--- config.mk ---
export PLATFORM = sky130hd
export DESIGN_NAME = sha256_block_compress_core
export DESIGN_NICKNAME = d
export VERILOG_FILES = /design/src/hdl/s256bc_pkg.sv /design/src/hdl/s256bc_sched.sv /design/src/hdl/s256bc_round.sv /design/src/hdl/sha256_block_compress_core.sv
export SDC_FILE = /design/constraint.sdc
export NUM_CORES = 2
export LEC_CHECK = 0
export BUFFER_PORTS_ARGS = -buffer_cell sky130_fd_sc_hd__buf_2
export CORE_ASPECT_RATIO = 1.4
export CORE_MARGIN = 2
export CORE_UTILIZATION = 43
export DETAILED_ROUTE_END_ITERATION = 10
export PLACE_DENSITY_LB_ADDON = 0.12
export SYNTH_ARGS = -nofsm -noshare
export SYNTH_HDL_FRONTEND = slang
export SYNTH_SLANG_ARGS = --single-unit
--- constraint.sdc ---
create_clock -name clk -period 17.45 [get_ports clk]
set_input_delay 0.8725 -clock clk [delete_from_list [all_inputs] [get_ports clk]]
set_output_delay 0.8725 -clock clk [all_outputs]
set_load 0.005 [all_outputs]
--- src/hdl/s256bc_pkg.sv ---
// Shared types, constants and round functions for the SHA-256 block compression core.
`timescale 1ns / 1ps

package s256bc_pkg;

	localparam int WORD_W       = 32;
	localparam int CHAIN_WORDS  = 8;
	localparam int WINDOW_DEPTH = 16;
	localparam int ROUNDS       = 64;

	typedef logic [WORD_W-1:0] word_t;
	typedef logic [CHAIN_WORDS-1:0][WORD_W-1:0] state_arr_t;

	// Input request: chaining word load or message word.
	typedef struct packed {
		logic  mode;
		word_t word;
		logic  final_req;
	} in_t;

	// One digest word of the updated chaining state.
	typedef struct packed {
		word_t      digest_word;
		logic [2:0] word_index;
		logic       last;
	} out_t;

	localparam logic MODE_CHAIN = 1'b0;
	localparam logic MODE_MSG   = 1'b1;

	// Schedule window controls.
	typedef struct packed {
		logic shift_in;
		logic roll;
	} sched_ctl_t;

	// Round datapath controls.
	typedef struct packed {
		logic init;
		logic step;
	} round_ctl_t;

	localparam state_arr_t H_INIT = {
		32'h5be0cd19, 32'h1f83d9ab, 32'h9b05688c, 32'h510e527f,
		32'ha54ff53a, 32'h3c6ef372, 32'hbb67ae85, 32'h6a09e667
	};

	localparam word_t ROUND_K [ROUNDS] = '{
		32'h428A2F98, 32'h71374491, 32'hB5C0FBCF, 32'hE9B5DBA5,
		32'h3956C25B, 32'h59F111F1, 32'h923F82A4, 32'hAB1C5ED5,
		32'hD807AA98, 32'h12835B01, 32'h243185BE, 32'h550C7DC3,
		32'h72BE5D74, 32'h80DEB1FE, 32'h9BDC06A7, 32'hC19BF174,
		32'hE49B69C1, 32'hEFBE4786, 32'h0FC19DC6, 32'h240CA1CC,
		32'h2DE92C6F, 32'h4A7484AA, 32'h5CB0A9DC, 32'h76F988DA,
		32'h983E5152, 32'hA831C66D, 32'hB00327C8, 32'hBF597FC7,
		32'hC6E00BF3, 32'hD5A79147, 32'h06CA6351, 32'h14292967,
		32'h27B70A85, 32'h2E1B2138, 32'h4D2C6DFC, 32'h53380D13,
		32'h650A7354, 32'h766A0ABB, 32'h81C2C92E, 32'h92722C85,
		32'hA2BFE8A1, 32'hA81A664B, 32'hC24B8B70, 32'hC76C51A3,
		32'hD192E819, 32'hD6990624, 32'hF40E3585, 32'h106AA070,
		32'h19A4C116, 32'h1E376C08, 32'h2748774C, 32'h34B0BCB5,
		32'h391C0CB3, 32'h4ED8AA4A, 32'h5B9CCA4F, 32'h682E6FF3,
		32'h748F82EE, 32'h78A5636F, 32'h84C87814, 32'h8CC70208,
		32'h90BEFFFA, 32'hA4506CEB, 32'hBEF9A3F7, 32'hC67178F2
	};

	function automatic word_t rotr(input word_t v, input int unsigned n);
		rotr = (v >> n) | (v << (WORD_W - n));
	endfunction

	function automatic word_t sig0(input word_t x);
		sig0 = rotr(x, 7) ^ rotr(x, 18) ^ (x >> 3);
	endfunction

	function automatic word_t sig1(input word_t x);
		sig1 = rotr(x, 17) ^ rotr(x, 19) ^ (x >> 10);
	endfunction

	function automatic word_t bsig0(input word_t x);
		bsig0 = rotr(x, 2) ^ rotr(x, 13) ^ rotr(x, 22);
	endfunction

	function automatic word_t bsig1(input word_t x);
		bsig1 = rotr(x, 6) ^ rotr(x, 11) ^ rotr(x, 25);
	endfunction

endpackage

--- src/hdl/s256bc_sched.sv ---
// Rolling 16-word message schedule window with one expansion step per round.
`timescale 1ns / 1ps

module s256bc_sched import s256bc_pkg::*; (
	input  logic       clk,
	input  sched_ctl_t ctl,
	input  word_t      msg_word,
	output word_t      w_cur
);

	word_t win_q [WINDOW_DEPTH];
	word_t w_next;
	word_t shift_word;

	// Next schedule word from the oldest sixteen.
	assign w_next = sig1(win_q[WINDOW_DEPTH-2]) + win_q[WINDOW_DEPTH-7]
		+ sig0(win_q[1]) + win_q[0];
	assign shift_word = ctl.shift_in ? msg_word : w_next;
	assign w_cur = win_q[0];

	always_ff @(posedge clk) begin
		if (ctl.shift_in || ctl.roll) begin
			for (int i = 0; i < WINDOW_DEPTH-1; i++) begin
				win_q[i] <= win_q[i+1];
			end
			win_q[WINDOW_DEPTH-1] <= shift_word;
		end
	end

endmodule

--- src/hdl/s256bc_round.sv ---
// Working variables a..h and the shared SHA-256 round unit.
`timescale 1ns / 1ps

module s256bc_round import s256bc_pkg::*; (
	input  logic       clk,
	input  round_ctl_t ctl,
	input  state_arr_t chain,
	input  word_t      w_cur,
	input  word_t      k_cur,
	output state_arr_t vars
);

	state_arr_t v_q;
	word_t      ch;
	word_t      maj;
	word_t      t1;
	word_t      t2;

	assign ch  = (v_q[4] & v_q[5]) ^ (~v_q[4] & v_q[6]);
	assign maj = (v_q[0] & v_q[1]) ^ (v_q[0] & v_q[2]) ^ (v_q[1] & v_q[2]);
	assign t1  = v_q[7] + bsig1(v_q[4]) + ch + k_cur + w_cur;
	assign t2  = bsig0(v_q[0]) + maj;
	assign vars = v_q;

	always_ff @(posedge clk) begin
		if (ctl.init) begin
			v_q <= chain;
		end else if (ctl.step) begin
			v_q[7] <= v_q[6];
			v_q[6] <= v_q[5];
			v_q[5] <= v_q[4];
			v_q[4] <= v_q[3] + t1;
			v_q[3] <= v_q[2];
			v_q[2] <= v_q[1];
			v_q[1] <= v_q[0];
			v_q[0] <= t1 + t2;
		end
	end

endmodule

--- src/hdl/sha256_block_compress_core.sv ---
// Top level: sequencer, chaining state and digest output of the SHA-256 compression core.
// A chaining word or one of the first 15 message words of a block is taken while idle.
// The 16th message word starts all 64 rounds on the single round unit, then the chaining
// addition; req_stall stays high through the rounds and the addition, and through digest output.
// A final block then presents 8 digest words, one per cycle that digest_stall is low.
// Reset sets the chaining words to the SHA-256 initial hash and clears all counters.
`timescale 1ns / 1ps

module sha256_block_compress_core import s256bc_pkg::*; (
	input  logic clk,
	input  logic arst_n,
	input  logic req_valid,
	output logic req_stall,
	input  in_t  req,
	output logic digest_valid,
	input  logic digest_stall,
	output out_t digest
);

	// One-hot sequencer states.
	typedef enum logic [3:0] {
		ST_IDLE  = 4'b0001,
		ST_ROUND = 4'b0010,
		ST_ADD   = 4'b0100,
		ST_EMIT  = 4'b1000
	} state_t;

	localparam logic [3:0] MSG_LAST   = 4'(WINDOW_DEPTH - 1);
	localparam logic [5:0] ROUND_LAST = 6'(ROUNDS - 1);
	localparam logic [2:0] IDX_LAST   = 3'(CHAIN_WORDS - 1);

	state_t     state_q;
	logic [5:0] round_q;
	logic [3:0] msg_cnt_q;
	logic [2:0] load_cnt_q;
	logic [2:0] emit_idx_q;
	logic       final_q;
	state_arr_t chain_q;

	logic       req_acc;
	logic       msg_acc;
	logic       blk_start;
	logic       dig_acc;
	sched_ctl_t sched_ctl;
	round_ctl_t round_ctl;
	word_t      w_cur;
	state_arr_t vars;

	// Requests are taken only while idle; everything else is the block in flight.
	assign req_stall = (state_q != ST_IDLE);
	assign req_acc   = req_valid && !req_stall;
	assign msg_acc   = req_acc && (req.mode == MODE_MSG);
	// The 16th message word completes the block and kicks off the rounds.
	assign blk_start = msg_acc && (msg_cnt_q == MSG_LAST);
	assign dig_acc   = digest_valid && !digest_stall;

	assign sched_ctl.shift_in = msg_acc;
	assign sched_ctl.roll     = (state_q == ST_ROUND);
	assign round_ctl.init     = blk_start;
	assign round_ctl.step     = (state_q == ST_ROUND);

	s256bc_sched u_sched (
		.clk      (clk),
		.ctl      (sched_ctl),
		.msg_word (req.word),
		.w_cur    (w_cur)
	);

	s256bc_round u_round (
		.clk   (clk),
		.ctl   (round_ctl),
		.chain (chain_q),
		.w_cur (w_cur),
		.k_cur (ROUND_K[round_q]),
		.vars  (vars)
	);

	// Digest words come straight from the chaining registers, which hold still in EMIT.
	assign digest_valid       = (state_q == ST_EMIT);
	assign digest.digest_word = chain_q[emit_idx_q];
	assign digest.word_index  = emit_idx_q;
	assign digest.last        = (emit_idx_q == IDX_LAST);

	// Sequencer and counters.
	always_ff @(posedge clk or negedge arst_n) begin
		if (!arst_n) begin
			state_q    <= ST_IDLE;
			round_q    <= '0;
			msg_cnt_q  <= '0;
			load_cnt_q <= '0;
			emit_idx_q <= '0;
			final_q    <= 1'b0;
		end else begin
			unique case (state_q)
				ST_IDLE: begin
					if (req_acc) begin
						if (req.mode == MODE_CHAIN) begin
							// Chaining loads wrap from h back to a.
							load_cnt_q <= load_cnt_q + 3'd1;
						end else begin
							msg_cnt_q <= msg_cnt_q + 4'd1;
						end
					end
					if (blk_start) begin
						final_q <= req.final_req;
						state_q <= ST_ROUND;
					end
				end
				ST_ROUND: begin
					// Advance one round per cycle; the counter wraps back to zero.
					round_q <= round_q + 6'd1;
					if (round_q == ROUND_LAST) begin
						state_q <= ST_ADD;
					end
				end
				ST_ADD: begin
					emit_idx_q <= '0;
					state_q    <= final_q ? ST_EMIT : ST_IDLE;
				end
				ST_EMIT: begin
					if (dig_acc) begin
						emit_idx_q <= emit_idx_q + 3'd1;
						if (emit_idx_q == IDX_LAST) begin
							state_q <= ST_IDLE;
						end
					end
				end
				default: begin
					state_q <= ST_IDLE;
				end
			endcase
		end
	end

	// Chaining state: loaded word by word, then updated once per block.
	always_ff @(posedge clk or negedge arst_n) begin
		if (!arst_n) begin
			chain_q <= H_INIT;
		end else if (req_acc && (req.mode == MODE_CHAIN)) begin
			chain_q[load_cnt_q] <= req.word;
		end else if (state_q == ST_ADD) begin
			for (int i = 0; i < CHAIN_WORDS; i++) begin
				chain_q[i] <= chain_q[i] + vars[i];
			end
		end
	end

	// Round counter rests at zero outside the round phase.
	a_round_idle: assert property (@(posedge clk) disable iff (!arst_n)
		(state_q != ST_ROUND) |-> (round_q == 6'd0))
		else $error("round counter not at zero outside rounds");

	// The add phase follows the last round and nothing else.
	a_add_after_rounds: assert property (@(posedge clk) disable iff (!arst_n)
		(state_q == ST_ROUND) && (round_q == ROUND_LAST) |=> (state_q == ST_ADD))
		else $error("add phase did not follow the last round");

	// No request is taken while digest words are pending.
	a_no_req_in_emit: assert property (@(posedge clk) disable iff (!arst_n)
		digest_valid |-> req_stall)
		else $error("request accepted during digest output");

	// A new block starts with the message counter back at the first slot.
	a_msg_wrap: assert property (@(posedge clk) disable iff (!arst_n)
		blk_start |=> (msg_cnt_q == 4'd0) && (state_q == ST_ROUND))
		else $error("block start did not wrap message counter");

	// Taking the last digest word returns the block to idle.
	a_emit_done: assert property (@(posedge clk) disable iff (!arst_n)
		dig_acc && digest.last |=> (state_q == ST_IDLE))
		else $error("sequencer did not return to idle after last digest word");

endmodule

==> flow_summary.ini <==
[global_route]
grt_pass1_vias = 50466
overflow = 0
grt_usage = 0.287
grt_pass1_wl_um = 339000
grt_max_degree = 203
antenna_found_initial = 5

[sta]
clock.fmax_mhz = 101
finalSetupTns_ns = 0
rsz0062_at_grt = false
max_slew_margin = 0.0226
clock_skew_ns = 0.0831
min_period_over_period = 0.567
setup_viol = 0
hold_violations = 0
fin_crit_ns = 9.90
report.final.slew_viol_count = 0
worst_slew_pin_slew_ns = 1.45

[critical_path]
worstReg2RegEnd = u_round.vars[30]$_DFFE_PP_
cp_slowest_cell = ha_1
cp.arrival_ns = 10.39
required_ns = 17.95
startpoint_type = register
regToRegSetupSlack_ns = 7.55
worstSetupPathType = reg -> reg
ff2ff_path_depth = 33
worst-path-max-fanout = 14
endpoint_kind = register
r2r_start = round_q[1]$_DFFE_PN0P_
cpPeakStageDelay_ns = 0.69

[placement]
dpl.hpwl_um = 176000
gp_congestion = 0.941
io_buffers = 75
placed_area_sq_um = 70100

[synth]
ys_seq_area_frac = 0.447
syn_nets = 7007
synth_largest_area_cell = edfxtp_1
avgSynthCellArea_sq_um = 10.6
yosysTopAreaCellShare = 0.342
ys.flop_type = edfxtp_1
synthArstFlopShare = 0.265
synth_cell_type_count = 108
synthCells = 6378
syn_area_sq_um = 67500
synth_area_leaders = edfxtp_1, ha_1, fa_1
ys_seq_elements = 1045
yosysWarnings = 0
synth_edf_count = 768

[cts]
cts_setup_buffers = 0
post_cts_resize_count = 0
cts_hold_buf = 0
cts_inserted_buffers = 112
worstSkewPairLatency_ns = 0.78
cts_max_level = 3
cts_buffer_depth = 3
cts_tree = built
path_clk_slew_ns = 0.07
cts.sinks = 1045
cts-root-buf = clkbuf_16

[cells_and_area]
final_cell_mix = nand2_1, edfxtp_1, o21ai_0
layout_commonest_cell = nand2_1
seqCellArea_sq_um = 30200
fillers = 14537
syn2layout_area_growth_pct = 9.21
layout.nets = 6966
drive_gt1_frac = 0.106
stdcell_area_sq_um = 73700
diodes = 0
multi_input_area_sq_um = 35000

[drt]
initialDrtViolationCount = 4065
wl_per_cell_um = 27.2
drc_errors = 0
antenna_left = 0
vias_per_cell = 5.90
routed_wl_um = 232000
drt-pass1-iter-count = 6
vias = 50250

[power_and_ir_drop]
powerDensity_nw_per_um2 = 203
ir_drop_mv = 0.150
leakagePower_nw = 29.2
finalPower_mw = 15.0

[die]
ioPinCount = 76
start_util = 0.431
dieArea_sq_um = 160000
rows = 172
fp.dieW_um = 339
coreArea_sq_um = 156000
die_h_um = 473

[status]
status = complete, but fails checks
violations = max-capacitance violations

[run]
maxCapViolCount = 1

[hold_path]
hp-class = in -> async
[registers in the layout (all words and copies together), names as in the netlist]
| register | flops |
|---|---|
| load_cnt_q | 3 |
| msg_cnt_q | 4 |
| u_round.vars | 256 |
| state_q | 4 |
| u_sched.win_q | 512 |
| chain_q | 256 |
| final_q | 1 |
| emit_idx_q | 3 |
| round_q | 6 |
[synthesized netlist by cell type, types with 22 or more instances]
cell type	count
clkbuf_1	292
o31ai_1	28
o21bai_1	49
o211ai_1	30
edfxtp_1	768
nor2_1	323
ha_1	396
and3_1	22
a22oi_1	201
nand2_1	877
nand3_1	82
o21a_1	54
a21o_1	171
mux4_2	68
buf_1	24
xnor2_1	357
and2_1	27
inv_1	308
fa_1	195
o21ai_1	22
a221o_1	49
nor2b_1	53
xor2_1	197
dfrtp_1	140
a31oi_1	35
or3_1	25
mux2_2	61
a211oi_1	62
dfstp_2	137
nand2b_1	67
o21ai_0	460
a21oi_1	385
nand4_1	24
mux2i_1	27
nor3_1	83
[area by class of cell]
| type | count | area share |
|---|---|---|
| flip-flops and latches | 1045 | 0.410 |
| well taps | 2088 | 0.0355 |
| repair buffers | 165 | 0.0151 |
| clock buffers | 149 | 0.0410 |
| clock inverters | 59 | 0.00793 |
| inverters | 311 | 0.0158 |
| multi-input cells | 4702 | 0.475 |
[stage by stage]
step | hold WS, ns | utilization | worst slack, ns | std cells
CTS | 0.106 | 0.471 | 7.87 | 8519
floorplan | 0.400 | - | 4.23 | 6378
detailed placement | 0.405 | 0.448 | 7.93 | 8311
finish | 0.0978 | 0.471 | 7.55 | 8519
global placement | 0.400 | 0.448 | 7.95 | 8311
global route | 0.139 | 0.471 | 7.25 | 8519
[metal layers]
layer | global-route usage | share of wire
met1 | 0.340 | 0.39
met2 | 0.502 | 0.50
met3 | 0.0332 | 0.046
met4 | 0.169 | 0.066
met5 | 0 | 0.000035
[report_power, final]
part,internal [mW],switching (mW),total (mW)
Combinational,3.61,4.76,8.37
Clock,1.34,1.07,2.41
Sequential,3.60,0.590,4.19
Total,8.55,6.42,15.0
[kinds of logic after synthesis]
family	Yosys count	share of synthesized area
adders and majority gates	595	0.132
muxes	156	0.0369
xor gates and xnor gates	554	0.0719
and+or+nand+nor	1648	0.107
DFF	1045	0.447
buffers and inverters	631	0.0355
AOI/OAI and AO/OA	1749	0.170
[how the worst max path moves through the flow]
| stage | startpoint | end | slack (ns) | cells past startpoint |
|---|---|---|---|---|
| after detailed placement | round_q[1]$_DFFE_PN0P_ | u_round.vars[30]$_DFFE_PP_ | 7.93 | 33 |
| after CTS | round_q[1]$_DFFE_PN0P_ | u_round.vars[30]$_DFFE_PP_ | 7.87 | 33 |
| final | round_q[1]$_DFFE_PN0P_ | u_round.vars[30]$_DFFE_PP_ | 7.55 | 33 |
| after global placement | round_q[1]$_DFFE_PN0P_ | u_round.vars[30]$_DFFE_PP_ | 7.95 | 33 |
| after floorplan | req[33] | u_sched.win_q[0][0]$_DFFE_PP_ | 4.23 | 3 |
| after global routing | round_q[1]$_DFFE_PN0P_ | u_round.vars[30]$_DFFE_PP_ | 7.25 | 33 |
[critical path, delay by kind of cell, from the launching register on]
family / cells / cell delay, ns
AO/OA/AOI/OAI: 14 / 3.66
adder cells (fa/ha/maj): 6 / 2.85
AND/OR/NAND/NOR: 6 / 1.58
buffers and inverters: 5 / 0.85
flip-flops: 1 / 0.33
XOR/XNOR: 2 / 0.32
(Power assumes the default switching activity.)
